`src/rtl/mps_pkg.sv`:
```
package mps_pkg;

  localparam int LIMB_BITS = 64;
  localparam int MAX_LIMBS = 3;
  localparam int MOD_BITS  = LIMB_BITS * MAX_LIMBS;
  localparam int LIMBS_W   = 2;
  localparam int STATUS_W  = 2;
  // Doubling steps per item: 2 * LIMB_BITS per limb
  localparam int STEP_SHIFT = $clog2(2 * LIMB_BITS);
  localparam int CNT_W      = $clog2(2 * LIMB_BITS * MAX_LIMBS + 1);

  typedef enum logic [STATUS_W-1:0] {
    ST_OK   = 2'd0,
    ST_WIDE = 2'd1,
    ST_EVEN = 2'd2
  } mps_status_t;

  typedef struct packed {
    logic               start;
    logic [LIMBS_W-1:0] limbs;
  } mps_cmd_t;

endpackage

```
`src/rtl/montgomery_parameter_setup_top.sv`:
```
// Channel   Direction  Handshake        Payload
// in_       input      in_valid/stall   modulus limbs 0..2, oversize
// out_      output     out_valid/stall  status, limbs_used, neg_inverse, rsq limbs 0..2
//
// An odd modulus goes from accept through the bit-serial doubling loop, one bit per
// cycle, and then to out_valid. The inverse is found one bit per cycle at the start
// of that loop, one bit for each bit of the low limb. Too-wide or even moduli skip
// the loop and go straight to the finish state. Reset (rst_n, synchronous) clears
// control only. in_stall is high from accept until the item moves to the output
// register, which holds while out_stall is high; the next item can start meanwhile.
module montgomery_parameter_setup_top (
  input  logic                             clk,
  input  logic                             rst_n,
  input  logic                             in_valid,
  output logic                             in_stall,
  input  logic [mps_pkg::LIMB_BITS-1:0]    in_modulus_limb0,
  input  logic [mps_pkg::LIMB_BITS-1:0]    in_modulus_limb1,
  input  logic [mps_pkg::LIMB_BITS-1:0]    in_modulus_limb2,
  input  logic                             in_oversize,
  output logic                             out_valid,
  input  logic                             out_stall,
  output logic [mps_pkg::STATUS_W-1:0]     out_status,
  output logic [mps_pkg::LIMBS_W-1:0]      out_limbs_used,
  output logic [mps_pkg::LIMB_BITS-1:0]    out_neg_inverse,
  output logic [mps_pkg::LIMB_BITS-1:0]    out_rsq_limb0,
  output logic [mps_pkg::LIMB_BITS-1:0]    out_rsq_limb1,
  output logic [mps_pkg::LIMB_BITS-1:0]    out_rsq_limb2
);
  import mps_pkg::*;

  typedef enum logic [1:0] {
    S_IDLE,
    S_RUN,
    S_FIN
  } state_t;

  state_t               state_r;
  mps_status_t          status_r;
  logic [LIMBS_W-1:0]   limbs_r;
  logic                 out_valid_r;
  mps_status_t          out_status_r;
  logic [LIMBS_W-1:0]   out_limbs_r;
  logic [LIMB_BITS-1:0] out_neg_r;
  logic [MOD_BITS-1:0]  out_rsq_r;

  logic                 in_acc;
  logic                 out_free;
  logic                 nz1;
  logic                 nz2;
  logic [LIMBS_W-1:0]   k_base;
  logic                 top_ones;
  logic                 too_wide;
  logic [LIMBS_W-1:0]   k_used;
  mps_status_t          status_new;
  mps_cmd_t             cmd;
  logic                 eng_busy;
  logic [LIMB_BITS-1:0] eng_neg;
  logic [MOD_BITS-1:0]  eng_rsq;
  logic                 status_ok;

  assign in_acc   = in_valid && !in_stall;
  assign out_free = !out_valid_r || !out_stall;

  // Classify the modulus: limb count, growth on an all-ones top limb, status
  always_comb begin
    nz1      = |in_modulus_limb1;
    nz2      = |in_modulus_limb2;
    k_base   = nz2 ? LIMBS_W'(3) : (nz1 ? LIMBS_W'(2) : LIMBS_W'(1));
    top_ones = nz2 ? &in_modulus_limb2 : (nz1 ? &in_modulus_limb1 : &in_modulus_limb0);
    too_wide = in_oversize || (top_ones && (k_base >= LIMBS_W'(MAX_LIMBS)));
    k_used   = top_ones ? k_base + LIMBS_W'(1) : k_base;
    if (too_wide) begin
      status_new = ST_WIDE;
    end else if (!in_modulus_limb0[0]) begin
      status_new = ST_EVEN;
    end else begin
      status_new = ST_OK;
    end
  end

  assign cmd = '{start: in_acc && (status_new == ST_OK), limbs: k_used};

  mps_serial u_serial (
    .clk         (clk),
    .rst_n       (rst_n),
    .cmd         (cmd),
    .modulus     ({in_modulus_limb2, in_modulus_limb1, in_modulus_limb0}),
    .busy        (eng_busy),
    .neg_inverse (eng_neg),
    .rsq         (eng_rsq)
  );

  assign status_ok = (status_r == ST_OK);

  always_ff @(posedge clk) begin
    if (!rst_n) begin
      state_r     <= S_IDLE;
      out_valid_r <= 1'b0;
    end else begin
      // Drop valid once taken; the finish state reloads it itself
      if (out_valid_r && !out_stall && state_r != S_FIN) begin
        out_valid_r <= 1'b0;
      end
      case (state_r)
        S_IDLE: begin
          if (in_acc) begin
            status_r <= status_new;
            limbs_r  <= too_wide ? LIMBS_W'(MAX_LIMBS) : k_used;
            state_r  <= (status_new == ST_OK) ? S_RUN : S_FIN;
          end
        end
        S_RUN: begin
          if (!eng_busy) begin
            state_r <= S_FIN;
          end
        end
        S_FIN: begin
          // Hold until the output register frees up
          if (out_free) begin
            out_valid_r  <= 1'b1;
            out_status_r <= status_r;
            out_limbs_r  <= limbs_r;
            out_neg_r    <= status_ok ? eng_neg : '0;
            out_rsq_r    <= status_ok ? eng_rsq : '0;
            state_r      <= S_IDLE;
          end
        end
        default: begin
          state_r <= S_IDLE;
        end
      endcase
    end
  end

  assign in_stall        = (state_r != S_IDLE);
  assign out_valid       = out_valid_r;
  assign out_status      = out_status_r;
  assign out_limbs_used  = out_limbs_r;
  assign out_neg_inverse = out_neg_r;
  assign out_rsq_limb0   = out_rsq_r[LIMB_BITS-1:0];
  assign out_rsq_limb1   = out_rsq_r[2*LIMB_BITS-1:LIMB_BITS];
  assign out_rsq_limb2   = out_rsq_r[3*LIMB_BITS-1:2*LIMB_BITS];

  a_busy_in_run: assert property (@(posedge clk) disable iff (!rst_n)
    eng_busy |-> state_r == S_RUN)
    else $error("serial engine busy outside run state");

  a_ok_inverse_odd: assert property (@(posedge clk) disable iff (!rst_n)
    (out_valid_r && out_status_r == ST_OK) |-> out_neg_r[0])
    else $error("negated inverse of an odd modulus must be odd");

  a_wide_zero: assert property (@(posedge clk) disable iff (!rst_n)
    (out_valid_r && out_status_r == ST_WIDE) |-> (out_neg_r == '0 && out_rsq_r == '0))
    else $error("too-wide result carries nonzero payload");

  a_limbs_nonzero: assert property (@(posedge clk) disable iff (!rst_n)
    out_valid_r |-> out_limbs_r != '0)
    else $error("limb count of zero reported");

endmodule

```
`src/rtl/mps_serial.sv`:
```
module mps_serial (
  input  logic                             clk,
  input  logic                             rst_n,
  input  mps_pkg::mps_cmd_t                cmd,
  input  logic [mps_pkg::MOD_BITS-1:0]     modulus,
  output logic                             busy,
  output logic [mps_pkg::LIMB_BITS-1:0]    neg_inverse,
  output logic [mps_pkg::MOD_BITS-1:0]     rsq
);
  import mps_pkg::*;

  logic                 busy_r;
  logic [CNT_W-1:0]     cnt_r;
  logic [CNT_W-1:0]     last_r;
  logic [MOD_BITS-1:0]  n_r;
  logic [MOD_BITS-1:0]  r_r;
  logic [LIMB_BITS-1:0] res_r;
  logic [LIMB_BITS-1:0] y_r;

  logic [MOD_BITS:0]    dbl;
  logic [MOD_BITS+1:0]  diff;
  logic [MOD_BITS-1:0]  r_nxt;
  logic                 inv_bit;
  logic [LIMB_BITS-1:0] inv_sub;
  logic [LIMB_BITS-1:0] res_nxt;
  logic [LIMB_BITS-1:0] y_nxt;
  logic [CNT_W-1:0]     total;

  // Shift r left one bit, subtract n when 2r >= n; one subtractor gives both
  always_comb begin
    dbl   = {r_r, 1'b0};
    diff  = {1'b0, dbl} - {2'b00, n_r};
    r_nxt = diff[MOD_BITS+1] ? dbl[MOD_BITS-1:0] : diff[MOD_BITS-1:0];
  end

  // Serial inverse: clear the low residual bit with the odd modulus, shift right.
  // Starting from all ones yields y with n * y == -1 mod 2^64.
  always_comb begin
    inv_bit = res_r[0];
    inv_sub = res_r - (inv_bit ? n_r[LIMB_BITS-1:0] : '0);
    res_nxt = {1'b0, inv_sub[LIMB_BITS-1:1]};
    y_nxt   = {inv_bit, y_r[LIMB_BITS-1:1]};
  end

  assign total = CNT_W'(cmd.limbs) << STEP_SHIFT;

  always_ff @(posedge clk) begin
    if (!rst_n) begin
      busy_r <= 1'b0;
      cnt_r  <= '0;
    end else if (cmd.start) begin
      busy_r <= 1'b1;
      cnt_r  <= '0;
      last_r <= total - CNT_W'(1);
      n_r    <= modulus;
      r_r    <= (modulus == MOD_BITS'(1)) ? '0 : MOD_BITS'(1);
      res_r  <= '1;
      y_r    <= '0;
    end else if (busy_r) begin
      r_r   <= r_nxt;
      cnt_r <= cnt_r + CNT_W'(1);
      if (cnt_r < CNT_W'(LIMB_BITS)) begin
        res_r <= res_nxt;
        y_r   <= y_nxt;
      end
      if (cnt_r == last_r) begin
        busy_r <= 1'b0;
      end
    end
  end

  assign busy        = busy_r;
  assign neg_inverse = y_r;
  assign rsq         = r_r;

endmodule

```
`config.mk`:
```
export PLATFORM = sky130hd
export DESIGN_NAME = montgomery_parameter_setup_top
export DESIGN_NICKNAME = d
export VERILOG_FILES = /design/src/rtl/mps_pkg.sv /design/src/rtl/montgomery_parameter_setup_top.sv /design/src/rtl/mps_serial.sv
export SDC_FILE = /design/constraint.sdc
export NUM_CORES = 2
export LEC_CHECK = 0
export BUFFER_PORTS_ARGS = -buffer_cell sky130_fd_sc_hd__buf_2
export CAP_MARGIN = 40
export CORE_ASPECT_RATIO = 0.9
export CORE_MARGIN = 2
export CORE_UTILIZATION = 55
export DETAILED_ROUTE_END_ITERATION = 16
export GPL_ROUTABILITY_DRIVEN = 0
export GPL_TIMING_DRIVEN = 0
export PLACE_DENSITY = 0.82
export SLEW_MARGIN = 20
export SYNTH_ARGS = -nofsm -noshare
export SYNTH_HDL_FRONTEND = slang
export SYNTH_SLANG_ARGS = --single-unit
```
`constraint.sdc`:
```
create_clock -name clk -period 7.45 [get_ports clk]
set_clock_uncertainty 0.1 [all_clocks]
set_input_delay 1.1175 -clock clk [delete_from_list [all_inputs] [get_ports clk]]
set_output_delay 1.1175 -clock clk [all_outputs]
set_load 0.01 [all_outputs]
```
==> run summary <==
Initial antenna violation count: 20
Primary FF master, synth: edfxtp_1
Sequential share of power: 46.5%
Worst-path clk slew: 0.06 ns
Clock power share: 39.0%
Most common library cell in the layout ignoring fill and taps: edfxtp_1
Number of global-route vias before repair: 40.5k
Pin count of the biggest net entering global routing: 59
Gr usage total: 34.4%
Post-Syn Area: 48500 sq um
Min-Delay Path Depth: 0
Initial Util: 55.4%
Yosys reg bits: 791
Area contributors post-synth: edfxtp_1 48%, ha_1 6.6%, a21oi_1 5.4%
Remaining Overflow, GRT: 0
Post-synth EDFFs: 778
Status: finished clean
Final Cycle Share: 75.5%
Placed Area: 52700 sq um
Top cell type by total area after synthesis: edfxtp_1
Vias after detailed routing: 43.3k
Pre-CTS setup slack: 1.33 ns
Ports: 459
Commonest cells after routing, fill and taps aside: 778 x edfxtp_1, 678 x nand2_1, 527 x a21oi_1
TritonCTS clock tree: done
Cell Pwr Density: 199 nW/um^2
Die area: 90500 sq um
P&R area growth vs syn: 14.7%
Final Setup Violations: 0
Post-Route WL: 160 mm
Fin nets: 6010
Sequential share of the synthesized area: 48.7%
Endpoints failing hold: 0
Synth cell types: 106
Final setup TNS: 0 ns
Chip Width: 317 um
Core box area: 87500 sq um
Bufs and invs on worst path: 3
Detail Placement HPWL: 124 mm
Fin crit period: 5.62 ns
Reg2reg path depth: 15
Pins over their slew limit: 0
Cts repair resizes: 0
Critical path type: register to register
Worst Path Max Fanout: 10
Leak pwr: 21.6 nW
Fraction of registers with async set/reset: 0%
Vias per cell: 6.37
Switching power: 2.97 mW
Root buf cell: clkbuf_16
Post-Syn Area per Cell: 9.73 sq um
Crit path required time: 7.72 ns
Clk_lat worst skew: 0.69 ns
Crit start category: register
Worst slew pin tran: 1.02 ns
CTS Hold Bufs: 0
Starting DRT DRC Count: 5953
CTS buffer count: 86
Setup bufs post-CTS: 0
PortBufs: 457
DRC: 0
DRT antenna net count: 0
First-pass GRT wire length: 238 mm
Rows: 103
Fmax: 178 MHz
Final Cell Area: 55600 sq um
Yosys warns: 0
Drt first pass iters: 10
CTS sink count: 791
Gate power share: 14.6%
Drt wl/cell: 23.6 um
Hold WC Path Type: register to register
Worst setup margin: 1.83 ns
Final core occ: 63.6%
Critical path's top delay family: compound AO/OA/AOI/OAI gates
Slowest Stage Delay on Critical Path: 0.78 ns
Arrival time at the worst endpoint: 5.89 ns
Mapped Nets: 5433
Die H: 286 um
Layout cells sized above 1: 13.5%
Max-cap violations: 0
H-tree depth: 3
Slowest CP cell: clkbuf_1
Internal Pwr Total: 8.13 mW
Hold slack: 0.341 ns
Slew headroom: 32.1%
Max clock buf depth: 3
Cell Chain, Critical Path: ha_1, clkbuf_1, a21oi_1, o21ai_0, a21oi_1, o21ai_0, a21oi_1, o211ai_1, a211oi_2, o31ai_2, a21o_1, buf_4, nand2_2, clkbuf_1, o21ai_0
CP Capture Type: register
Unrepaired setup endpoints after global routing: false
Stages on worst setup path: 15
Yosys top cell area share: 48.2%
Peak supply drop: 176 uV
Synth Instances: 4980
Switching share of total power: 26.8%
[metrics by stage]
stage	std cells	power, mW
2_1_floorplan	4980	6.26
3_3_place_gp	6592	6.74
3_5_place_dp	6620	6.78
4_1_cts	6776	11.1
5_1_grt	6788	11.4
6_report	6790	11.1
[synthesized netlist by cell type, types with 18 or more instances]
library cell,number
and2_1,335
nand2b_1,19
nand4_1,185
clkbuf_1,147
o21bai_1,70
inv_1,269
o31ai_1,20
a21o_1,114
nor2b_1,20
xnor2_1,154
and3_1,26
nand3_1,58
buf_2,51
nor4_1,94
nor3_1,63
o21ai_1,21
o21a_1,44
ha_1,254
edfxtp_1,778
a21boi_0,18
a21oi_1,527
o21ai_0,264
a211oi_1,59
a31oi_1,31
xor2_1,89
buf_4,24
nand2_1,678
nor2_1,308
[worst register-to-register path, delay by kind of cell, from the launching register on]
family	cells	cell delay [ns]
flops	1	0.46
simple gates	1	0.22
compound gates	10	2.98
buf+inv	3	1.20
fa+ha+maj	1	0.35
[layout make-up]
class | count | area, sq um
Multi-Input combinational cell | 3688 | 22800
Clock inverter | 44 | 574
Buffer | 231 | 1040
Timing Repair Buffer | 489 | 2810
Sequential cell | 791 | 23600
Antenna cell | 10 | 25.0
Fill cell | 6881 | 31900
Inverter | 270 | 1010
Clock buffer | 112 | 2260
Tap cell | 1155 | 1450
[flip-flops by register name (all words and copies together), names as in the netlist, 9 cells and up]
signal,flops
out_rsq_r,192
u_serial.neg_inverse,64
u_serial.cnt_r,9
out_neg_inverse,64
u_serial.res_r,64
u_serial.rsq,192
u_serial.n_r,192
[power groups by stage]
stage                     clock, mW  sequential (mW)  combinational (mW)
after floorplan                   0             5.25                1.01
after global placement            0             5.27                1.47
after detailed placement          0             5.25                1.54
after CTS                      4.35             5.15                1.56
after global routing           4.52             5.16                1.74
final                          4.32             5.16                1.62
[cell families (layout without fill, tap and decap cells)]
family | after synthesis | count (layout) | synth area share [%]
XOR/XNOR | 243 | 243 | 4.39
adder cells (fa/ha/maj) | 256 | 256 | 6.64
flip-flops | 791 | 791 | 48.7
AND/OR/NAND/NOR | 1864 | 1864 | 18.9
other | 1 | 11 | 0.00774
AO/OA/AOI/OAI | 1319 | 1319 | 17.0
buffers and inverters | 501 | 1146 | 4.23
multiplexers | 5 | 5 | 0.103
[path summary, 6_finish.rpt]
check,slack (ns),startpoint,to
setup / recovery,1.83,u_serial.rsq[141]$_SDFFCE_PP0P_,u_serial.rsq[139]$_SDFFCE_PP0P_
hold / removal,0.34,limbs_r[0]$_SDFFCE_PP1P_,out_limbs_used[0]$_DFFE_PP_
setup reg to reg,1.83,u_serial.rsq[141]$_SDFFCE_PP0P_,u_serial.rsq[139]$_SDFFCE_PP0P_
hold reg to reg,0.34,limbs_r[0]$_SDFFCE_PP1P_,out_limbs_used[0]$_DFFE_PP_
[routing by layer]
layer / GRT usage, % / routed length [um]
met1: 45.8 / 59600
met2: 50.2 / 67400
met3: 10.3 / 22600
met4: 19.2 / 10700
met5: 0 / 75
Power figures use the tool's default switching activity.
